--- src/sv/pvsd_pkg.sv ---
// ----------------------------------------------------------------------------
// pvsd_pkg: packed vector stream decoder package
// component selection codes, float constants and the half-to-single widening
// ----------------------------------------------------------------------------
`default_nettype none

package pvsd_pkg;

    // component select field of the code byte
    typedef enum logic [1:0] {
        SEL_VALUE   = 2'd0,
        SEL_ZERO    = 2'd1,
        SEL_ONE     = 2'd2,
        SEL_NEG_ONE = 2'd3
    } comp_sel_t;

    localparam int unsigned CODE_COPY_BIT = 6;

    localparam logic [31:0] FLOAT_ZERO    = 32'h0000_0000;
    localparam logic [31:0] FLOAT_ONE     = 32'h3F80_0000;
    localparam logic [31:0] FLOAT_NEG_ONE = 32'hBF80_0000;

    // exponent rebias from 5-bit to 8-bit form, no special case for zero
    localparam logic [7:0] EXP_REBIAS = 8'd112;

    function automatic logic [31:0] const_bits(input comp_sel_t sel);
        logic [31:0] r;
        r = FLOAT_ZERO;
        unique case (sel)
            SEL_VALUE:   r = FLOAT_ZERO;
            SEL_ZERO:    r = FLOAT_ZERO;
            SEL_ONE:     r = FLOAT_ONE;
            SEL_NEG_ONE: r = FLOAT_NEG_ONE;
            default:     r = FLOAT_ZERO;
        endcase
        return r;
    endfunction

    function automatic logic [31:0] widen_half(input logic [15:0] v);
        logic [7:0] exp_w;
        exp_w = {3'b000, v[14:10]} + EXP_REBIAS;
        return {v[15], exp_w, v[9:0], 13'b0};
    endfunction

endpackage

`default_nettype wire

--- src/sv/packed_vector_stream_decoder.sv ---
// ----------------------------------------------------------------------------
// packed_vector_stream_decoder: byte stream to single-precision vectors
// parses code bytes and 16-bit little-endian values into x, y, z bit patterns
// ----------------------------------------------------------------------------
// path: a record's last byte goes into the input register, then is decoded
//   into the result register that drives out_valid
// throughput: one byte per cycle, set by the single decode stage,
// but a stalled result holds only bytes that would complete another record
// reset: asynchronous, active low; parser waits for a code byte, held
//   components and code cleared, both registers empty
// ----------------------------------------------------------------------------
`default_nettype none

module packed_vector_stream_decoder
(
    input  wire logic        clk,
    input  wire logic        rst_n,
    input  wire logic        in_valid,
    output logic             in_ready,
    input  wire logic [7:0]  stream_byte,
    output logic             out_valid,
    input  wire logic        out_ready,
    output logic [31:0]      x_bits,
    output logic [31:0]      y_bits,
    output logic [31:0]      z_bits
);

    // which byte of the record comes next
    typedef enum logic [2:0] {
        PH_CODE = 3'd0,
        PH_X_LO = 3'd1,
        PH_X_HI = 3'd2,
        PH_Y_LO = 3'd3,
        PH_Y_HI = 3'd4,
        PH_Z_LO = 3'd5,
        PH_Z_HI = 3'd6
    } phase_t;

    // input register
    logic        byte_valid_reg;
    logic [7:0]  byte_reg;

    // parser state
    phase_t      phase_reg,    phase_next;
    logic [7:0]  code_reg,     code_next;
    logic [7:0]  low_reg,      low_next;
    logic [31:0] x_reg,        x_next;
    logic [31:0] y_reg,        y_next;

    // result register
    logic        out_valid_reg;
    logic [31:0] x_out_reg;
    logic [31:0] y_out_reg;
    logic [31:0] z_out_reg;

    logic        emit;       // byte in the input register completes a record
    logic [31:0] z_val;
    logic        fire;       // decode stage consumes its byte this cycle
    logic        in_xfer;

    // ------------------------------------------------------------------------
    // decode: one byte against the held parse state
    // ------------------------------------------------------------------------
    always_comb
    begin
        logic [1:0]  start;
        logic        run;
        logic        done;
        logic [31:0] hv;
        pvsd_pkg::comp_sel_t sel;

        phase_next = phase_reg;
        code_next  = code_reg;
        low_next   = low_reg;
        x_next     = x_reg;
        y_next     = y_reg;
        emit       = 1'b0;
        z_val      = x_reg;
        start      = 2'd0;
        run        = 1'b0;
        done       = 1'b0;
        hv         = pvsd_pkg::widen_half({byte_reg, low_reg});
        sel        = pvsd_pkg::SEL_VALUE;

        unique case (phase_reg)
            PH_X_LO, PH_Y_LO, PH_Z_LO:
            begin
                low_next = byte_reg;
                unique case (phase_reg)
                    PH_X_LO: phase_next = PH_X_HI;
                    PH_Y_LO: phase_next = PH_Y_HI;
                    default: phase_next = PH_Z_HI;
                endcase
            end
            PH_X_HI:
            begin
                x_next = hv;
                start  = 2'd1;
                run    = 1'b1;
            end
            PH_Y_HI:
            begin
                y_next = hv;
                start  = 2'd2;
                run    = 1'b1;
            end
            PH_Z_HI:
            begin
                emit       = 1'b1;
                z_val      = hv;
                phase_next = PH_CODE;
            end
            default:
            begin
                // code byte, also taken in the unreachable spare phase
                code_next = byte_reg;
                start     = 2'd0;
                run       = 1'b1;
            end
        endcase

        // resolve constant components until a value must be read or the record ends
        if (run)
        begin
            for (int k = 0; k < 3; k++)
            begin
                if (!done && (k >= int'(start)))
                begin
                    sel = pvsd_pkg::comp_sel_t'(code_next[2*k +: 2]);
                    if ((k > 0) && code_next[pvsd_pkg::CODE_COPY_BIT])
                    begin
                        // y and z follow x
                        y_next     = x_next;
                        z_val      = x_next;
                        emit       = 1'b1;
                        phase_next = PH_CODE;
                        done       = 1'b1;
                    end
                    else if (sel == pvsd_pkg::SEL_VALUE)
                    begin
                        if (k == 0)
                            phase_next = PH_X_LO;
                        else if (k == 1)
                            phase_next = PH_Y_LO;
                        else
                            phase_next = PH_Z_LO;
                        done = 1'b1;
                    end
                    else if (k == 0)
                    begin
                        x_next = pvsd_pkg::const_bits(sel);
                    end
                    else if (k == 1)
                    begin
                        y_next = pvsd_pkg::const_bits(sel);
                    end
                    else
                    begin
                        z_val      = pvsd_pkg::const_bits(sel);
                        emit       = 1'b1;
                        phase_next = PH_CODE;
                        done       = 1'b1;
                    end
                end
            end
        end
    end

    // a byte that completes a record waits for room in the result register
    assign fire     = byte_valid_reg && (!emit || !out_valid_reg || out_ready);
    assign in_ready = !byte_valid_reg || fire;
    assign in_xfer  = in_valid && in_ready;

    // ------------------------------------------------------------------------
    // state and registered outputs
    // ------------------------------------------------------------------------
    always_ff @(posedge clk or negedge rst_n)
    begin
        if (!rst_n)
        begin
            byte_valid_reg <= 1'b0;
            phase_reg      <= PH_CODE;
            code_reg       <= 8'd0;
            low_reg        <= 8'd0;
            x_reg          <= 32'd0;
            y_reg          <= 32'd0;
            out_valid_reg  <= 1'b0;
        end
        else
        begin
            if (in_xfer)
            begin
                byte_valid_reg <= 1'b1;
                byte_reg       <= stream_byte;
            end
            else if (fire)
            begin
                byte_valid_reg <= 1'b0;
            end

            if (fire)
            begin
                phase_reg <= phase_next;
                code_reg  <= code_next;
                low_reg   <= low_next;
                x_reg     <= x_next;
                y_reg     <= y_next;
            end

            if (fire && emit)
            begin
                out_valid_reg <= 1'b1;
                x_out_reg     <= x_next;
                y_out_reg     <= y_next;
                z_out_reg     <= z_val;
            end
            else if (out_ready)
            begin
                out_valid_reg <= 1'b0;
            end
        end
    end

    assign out_valid = out_valid_reg;
    assign x_bits    = x_out_reg;
    assign y_bits    = y_out_reg;
    assign z_bits    = z_out_reg;

`ifndef SYNTHESIS
    // a completed record always lands in the result register
    a_emit_loads: assert property (@(posedge clk) disable iff (!rst_n)
        fire && emit |=> out_valid_reg)
        else $error("completed record not loaded into result register");

    // a completed record returns the parser to the code byte
    a_emit_resets_phase: assert property (@(posedge clk) disable iff (!rst_n)
        fire && emit |=> phase_reg == PH_CODE)
        else $error("parser not back at code byte after record");

    // a byte held in the input register is neither lost nor overwritten
    a_byte_held: assert property (@(posedge clk) disable iff (!rst_n)
        byte_valid_reg && !fire |=> byte_valid_reg && $stable(byte_reg))
        else $error("stalled byte lost or overwritten");

    // an x low byte is always followed by its high byte
    a_low_then_high: assert property (@(posedge clk) disable iff (!rst_n)
        fire && phase_reg == PH_X_LO |=> phase_reg == PH_X_HI)
        else $error("x high byte phase skipped");
`endif

endmodule

`default_nettype wire

--- config.mk ---
export PLATFORM = sky130hd
export DESIGN_NAME = packed_vector_stream_decoder
export DESIGN_NICKNAME = d
export VERILOG_FILES = /design/src/sv/pvsd_pkg.sv /design/src/sv/packed_vector_stream_decoder.sv
export SDC_FILE = /design/constraint.sdc
export NUM_CORES = 1
export LEC_CHECK = 0
export CAP_MARGIN = 20
export CORE_ASPECT_RATIO = 0.7
export CORE_MARGIN = 2
export CORE_UTILIZATION = 57
export DETAILED_ROUTE_END_ITERATION = 12
export DONT_BUFFER_PORTS = 1
export PLACE_DENSITY = 0.75
export SYNTH_ARGS = -nofsm -noshare
export SYNTH_HDL_FRONTEND = slang
export SYNTH_SLANG_ARGS = --single-unit
--- constraint.sdc ---
create_clock -name clk -period 4.7 [get_ports clk]
set_input_delay 0.705 -clock clk [delete_from_list [all_inputs] [get_ports clk]]
set_output_delay 0.705 -clock clk [all_outputs]
set_load 0.01 [all_outputs]
==> results by group, run 1 <==
Status
  – Status: completed

Timing
  – Unrepaired setup endpoints after global routing: no
  – Fmax: around 0.24 GHz
  – Slew margin rel.: 26.8%
  – Fin crit period: 4180 ps
  – Final hold violation count: 0
  – Crit share post-route: 89.0%
  – Final setup fails: 0
  – Worst-Margin Slew: roughly 1100 ps
  – Setup TNS: 0 ps
  – Final Max Tran Viols: 0
  – Final setup skew: ~12 ps

Synthesis
  – Leading area contributor after synthesis: edfxtp_1
  – Post-Synthesis Cell Area: 8870 um^2
  – Most frequent cell after synthesis: edfxtp_1
  – Post-synth top cells: edfxtp_1 (104), dfrtp_1 (84), nand2_1 (67)
  – Ys async rst share: around 45%
  – Synthesized flop and latch total: 188
  – Post-synth EDFFs: 104
  – Unique masters post-synth: 83
  – Register area share after synthesis: between 50% and 60%
  – Primary FF master, synth: edfxtp_1
  – Post-synthesis average cell area: 12.0 um^2
  – Net Count, Synth: 753
  – Ys Warns: 0
  – Top cell type's share of synthesized area: 35.2%
  – Synth top area cells: edfxtp_1 (35%), dfrtp_1 (24%), a22o_1 (4.0%), nand2_1 (2.8%), a21oi_1 (2.8%)
  – Mapped Cells: approximately 740

Clock tree
  – Sink Count: 188
  – Hold buffers post-CTS: 1
  – Total CTS buffers: 17
  – Max clock buf depth: 2
  – Worst-path clk slew: 80 ps
  – CTS resizes: 0
  – # Post-CTS Setup Buffers: 0
  – Clock insertion delay at the later pin of the skew report: 450 ps
  – CTS H-tree depth: 4
  – Root buf cell: clkbuf_16
  – TritonCTS clock tree: done

Die
  – Core area: 15400 um^2
  – Starting Density: 57.8%
  – Floorplan row count: 38
  – Die Ht: roughly 110 um
  – Die X-Extent: 153 um
  – Die Area: 16600 um^2
  – I/O pins: 110

Worst setup path
  – Worst r2r src: phase_reg[0]
  – Crit-path max FO: 21
  – Worst-path cell with the longest stage delay: dfrtp_1
  – Worst path cell trace: a21boi_2 -> a21oi_1 -> o221a_2 -> o221ai_4 -> nand2b_4 -> maj3_2 -> nand3_1
  – WS Path Type: reg -> out
  – WP data required: 3990 ps
  – Crit end category: output pin
  – R2R Setup Slk: 970 ps
  – CP arrival: 3480 ps
  – Critical Path Max Stage Delay: 850 ps
  – Crit path from: phase_reg[0]
  – Crit start category: flip-flop

Global route
  – Global-route wire length before repair: approximately 40000 um
  – Largest net degree at the start of global routing: 85
  – Total GRT Usage: 32.9%
  – GRT overflow: 0
  – Initial antenna violation count: 0
  – Vias in the first global route: 6218

Final layout
  – Nets: 753
  – Share of cells above drive strength 1: between 10 and 15%
  – Area Overhead vs Synth: 10.1%
  – Diodes inserted: 0

Route
  – Overall via count from detail_route: around 6600
  – Pre-Repair DR Iteration Count: 6
  – Antenna viol nets, final: 0
  – DR WL/cell: 27.9 um
  – Via-per-instance ratio: 6.95
  – Residual DRC count: 0
  – DRT iter0 DRCs: 827
  – Final wirelength: around 27000 um

Hold path
  – Worst Hold Class: in -> async

Flow run
  – Max-capacitance violation count: 0

Place
  – Routability cong.: 0.990
  – HPWL after DPL: 17800 um
  – IO buf count: 0
## kinds of logic (layout without fill, tap and decap cells)
kind of cell,after synthesis,count (layout),share of synthesized area (%)
AO/OA/AOI/OAI,239,239,19.9
XOR/XNOR,1,1,0.0988
adder cells (fa/ha/maj),3,3,0.367
buffers and inverters,53,66,2.93
flip-flops,188,188,58.9
multiplexers,44,44,5.50
AND/OR/NAND/NOR,213,213,12.3
## per-layer routing
layer / global-route usage [%] / vias to the layer above / wire length [um]
met5: 0 / - / 0
met4: 11.0 / 0 / 516
met3: 8.78 / 44 / 2700
met2: 45.3 / 422 / 11400
met1: 50.2 / 3348 / 11900
li1: - / 2814 / -
## cell type report
type | count | area (um^2)
clock buffer | 17 | 425
timing repair buffer | 29 | 260
inverter | 5 | 18.8
clock inverter | 15 | 195
sequential | 188 | 5230
fill | 1141 | 5590
multi-input combinational | 500 | 3390
tap | 200 | 250
## path summary, 6_finish.rpt
path                       cells after the start           to
min reg2reg                                    1    y_reg[13]
max in group asynchronous                      1    y_reg[23]
min                                            1    x_reg[12]
max reg2reg                                    9   z_bits[18]
max                                            7     in_ready
min in group clk                               0  byte_reg[5]
## worst max-delay path, delay by kind of cell, from the launching register on
kind | cells | cell delay [ps]
AO/OA/AOI/OAI | 4 | 1520
flip-flops | 1 | 850
adder cells (fa/ha/maj) | 1 | 380
AND/OR/NAND/NOR | 2 | 290
## through the flow
| step | worst slack (ps) | instance area, um^2 | hold slack (ps) | instances | utilization (%) |
|---|---|---|---|---|---|
| after floorplan | 905 | 8870 | 409 | 741 | - |
| after global placement | 1070 | 9110 | 411 | 920 | 59.3 |
| after detailed placement | 1020 | 9110 | 410 | 920 | 59.3 |
| after CTS | 537 | 9760 | 176 | 953 | 63.5 |
| after global routing | 214 | 9760 | 190 | 954 | 63.6 |
| final | 517 | 9760 | 163 | 954 | 63.6 |
## placed cells by master (no fill, tap or decap), types with 17 or more instances in the layout
master,instances
mux2i_1,24
dfrtp_1,84
nor2_1,53
nand2_1,67
edfxtp_1,104
o21ai_0,39
a21oi_1,49
clkbuf_16,17
and2_1,33
a22o_1,41
buf_4,25
Power of run 1 is left out: the tool's default activity adds up to more than one toggle a clock period on the data nets, which glitch-free logic cannot reach.
==> run 2, diff against run 1 <==
- CORE_UTILIZATION: 57 -> 35
- PLACE_DENSITY: 0.75 -> default
==> run 2 against run 1 <==
Sequential share of layout area is 0.90 points lower. Worst setup slack better by 18 ps. Via count is 4.8% lower. Critical endpoint unchanged. Register-to-register slack worse by 140 ps. Non-clock buffer count stayed put. Die area is 61% higher. Flip-flop and latch count stayed put. Utilization is 23 points lower. Worst hold slack worse by 32 ps. Critical path depth stayed put.
==> results by group, run 2 (synthesis results as in run 1) <==
Die
  – Die Ht: 137 um (was 108 um)
  – Die X-Extent: 194 um (was 153 um)
  – Floorplan row count: 48 (was 38)
  – Starting Density: 35.8% (was 57.8%)
  – Die Area: 26700 um^2 (was 16600 um^2)
  – Core area: 24700 um^2 (was 15400 um^2)
  – I/O pins: 110 (unchanged)

Timing
  – Fmax: 0.240 GHz (was 0.239 GHz)
  – Final setup skew: 10.5 ps (was 11.9 ps)
  – Fin crit period: 4170 ps (was 4180 ps)
  – Final setup fails: 0 (unchanged)
  – Final Max Tran Viols: 0 (unchanged)
  – Setup TNS: 0 ps (unchanged)
  – Unrepaired setup endpoints after global routing: no (unchanged)
  – Crit share post-route: 88.6% (was 89.0%)
  – Final hold violation count: 0 (unchanged)
  – Worst-Margin Slew: 778 ps (was 1090 ps)
  – Slew margin rel.: 47.3% (was 26.8%)

Worst setup path
  – Worst-path cell with the longest stage delay: dfrtp_1 (unchanged)
  – CP arrival: 3460 ps (was 3480 ps)
  – WP data required: 3990 ps (about the same)
  – Critical Path Max Stage Delay: 840 ps (was 850 ps)
  – Crit start category: flip-flop (unchanged)
  – Crit-path max FO: 24 (was 21)
  – Crit end category: output pin (unchanged)
  – WS Path Type: reg -> out (unchanged)
  – Worst path cell trace: a21boi_2 -> a21oi_1 -> o221a_2 -> o221ai_4 -> nand2b_4 -> maj3_2 -> nand3_1 (unchanged)

Status
  – Status: completed (unchanged)

Global route
  – Initial antenna violation count: 0 (unchanged)
  – Global-route wire length before repair: 39700 um (was 39800 um)
  – Total GRT Usage: 20.1% (was 32.9%)
  – Vias in the first global route: 5940 (was 6218)
  – GRT overflow: 0 (unchanged)
  – Largest net degree at the start of global routing: 85 (unchanged)

Final layout
  – Nets: 753 (unchanged)
  – Area Overhead vs Synth: 12.0% (was 10.1%)
  – Share of cells above drive strength 1: 14.3% (unchanged)
  – Commonest non-fill, non-tap cells in the layout: edfxtp_1 (104), dfrtp_1 (84), nand2_1 (67) (unchanged)
  – Diodes inserted: 0 (unchanged)
  – Most common cell after layout, fill and taps aside: edfxtp_1 (unchanged)
  – Finished Core Util: 40.1% (was 63.6%)
  – Fin cells: 1079 (was 954)

Hold path
  – Worst Hold Class: in -> async (unchanged)

Place
  – Placed insts: 1044 (was 920)
  – IO buf count: 0 (unchanged)
  – HPWL after DPL: 18200 um (was 17800 um)
  – Routability cong.: 0.969 (was 0.990)

Route
  – Wire length on met1: 13200 um (was 11900 um)
  – Residual DRC count: 0 (unchanged)
  – Antenna viol nets, final: 0 (unchanged)
  – Via-per-instance ratio: 5.85 (was 6.95)
  – Overall via count from detail_route: 6308 (was 6628)
  – Final wirelength: 26400 um (was 26600 um)
  – DR WL/cell: 24.5 um (was 27.9 um)
  – Pre-Repair DR Iteration Count: 5 (was 6)
  – Met2 WL: 10800 um (was 11400 um)
  – Met3 WL: 2150 um (was 2700 um)
  – Top Layer Used: met4 (unchanged)
  – DRT iter0 DRCs: 841 (was 827)

Clock tree
  – Root buf cell: clkbuf_16 (unchanged)
  – Sink Count: 188 (unchanged)
  – TritonCTS clock tree: done (unchanged)
  – # Post-CTS Setup Buffers: 0 (unchanged)
  – Worst-path clk slew: 70 ps (was 80 ps)
  – Total CTS buffers: 17 (unchanged)
  – CTS H-tree depth: 4 (unchanged)
  – Clock insertion delay at the later pin of the skew report: 430 ps (was 450 ps)
  – Max clock buf depth: 2 (unchanged)

Flow run
  – Max-capacitance violation count: 0 (unchanged)
==> run 2: repair_timing <==
| item | CTS | global route |
|---|---|---|
| resized for setup | 0 | 0 |
| hold endpoints to repair | 84 | 0 |
| hold buffers | 1 | 0 |
==> run 2: worst paths after layout <==
| check | start | end | slack (ps) | cells past startpoint |
|---|---|---|---|---|
| max in group asynchronous | rst_n | x_reg[23] | 4120 | 1 |
| worst min-delay path | rst_n | out_valid | 130 | 1 |
| worst max-delay path | phase_reg[0] | in_ready | 530 | 7 |
| worst min register to register | y_reg[28] | y_reg[28] | 490 | 1 |
| worst max register to register | phase_reg[0] | x_bits[2] | 830 | 8 |
| min in group clk | stream_byte[3] | byte_reg[3] | 370 | 0 |
==> run 2: critical path, delay by kind of cell, from the launching register on <==
kind	cells	cell delay [ps]
fa+ha+maj	1	370
compound gates	4	1470
simple gates	2	340
flops	1	840
==> run 2: area by class of cell <==
class	count	area (um^2)
multi-input combinational	500	3390
clock buffer	17	425
timing repair buffer	29	260
tap	325	407
sequential	188	5230
fill	2378	14800
inverter	5	18.8
clock inverter	15	206
==> run 2: layer usage <==
metal  vias up  GRT usage [%]
met4         0           4.59
met5         -              0
met3        19           4.94
met1      3160           31.4
li1       2834              -
met2       295           27.6
==> run 2: through the flow <==
step | setup slack (ps) | hold slack [ps] | area (um^2)
5_1_grt | 322 | 167 | 9930
3_3_place_gp | 1010 | 412 | 9260
2_1_floorplan | 905 | 409 | 8870
3_5_place_dp | 903 | 411 | 9260
6_report | 535 | 131 | 9930
4_1_cts | 540 | 183 | 9920
Power of run 2 is left out for the same reason.
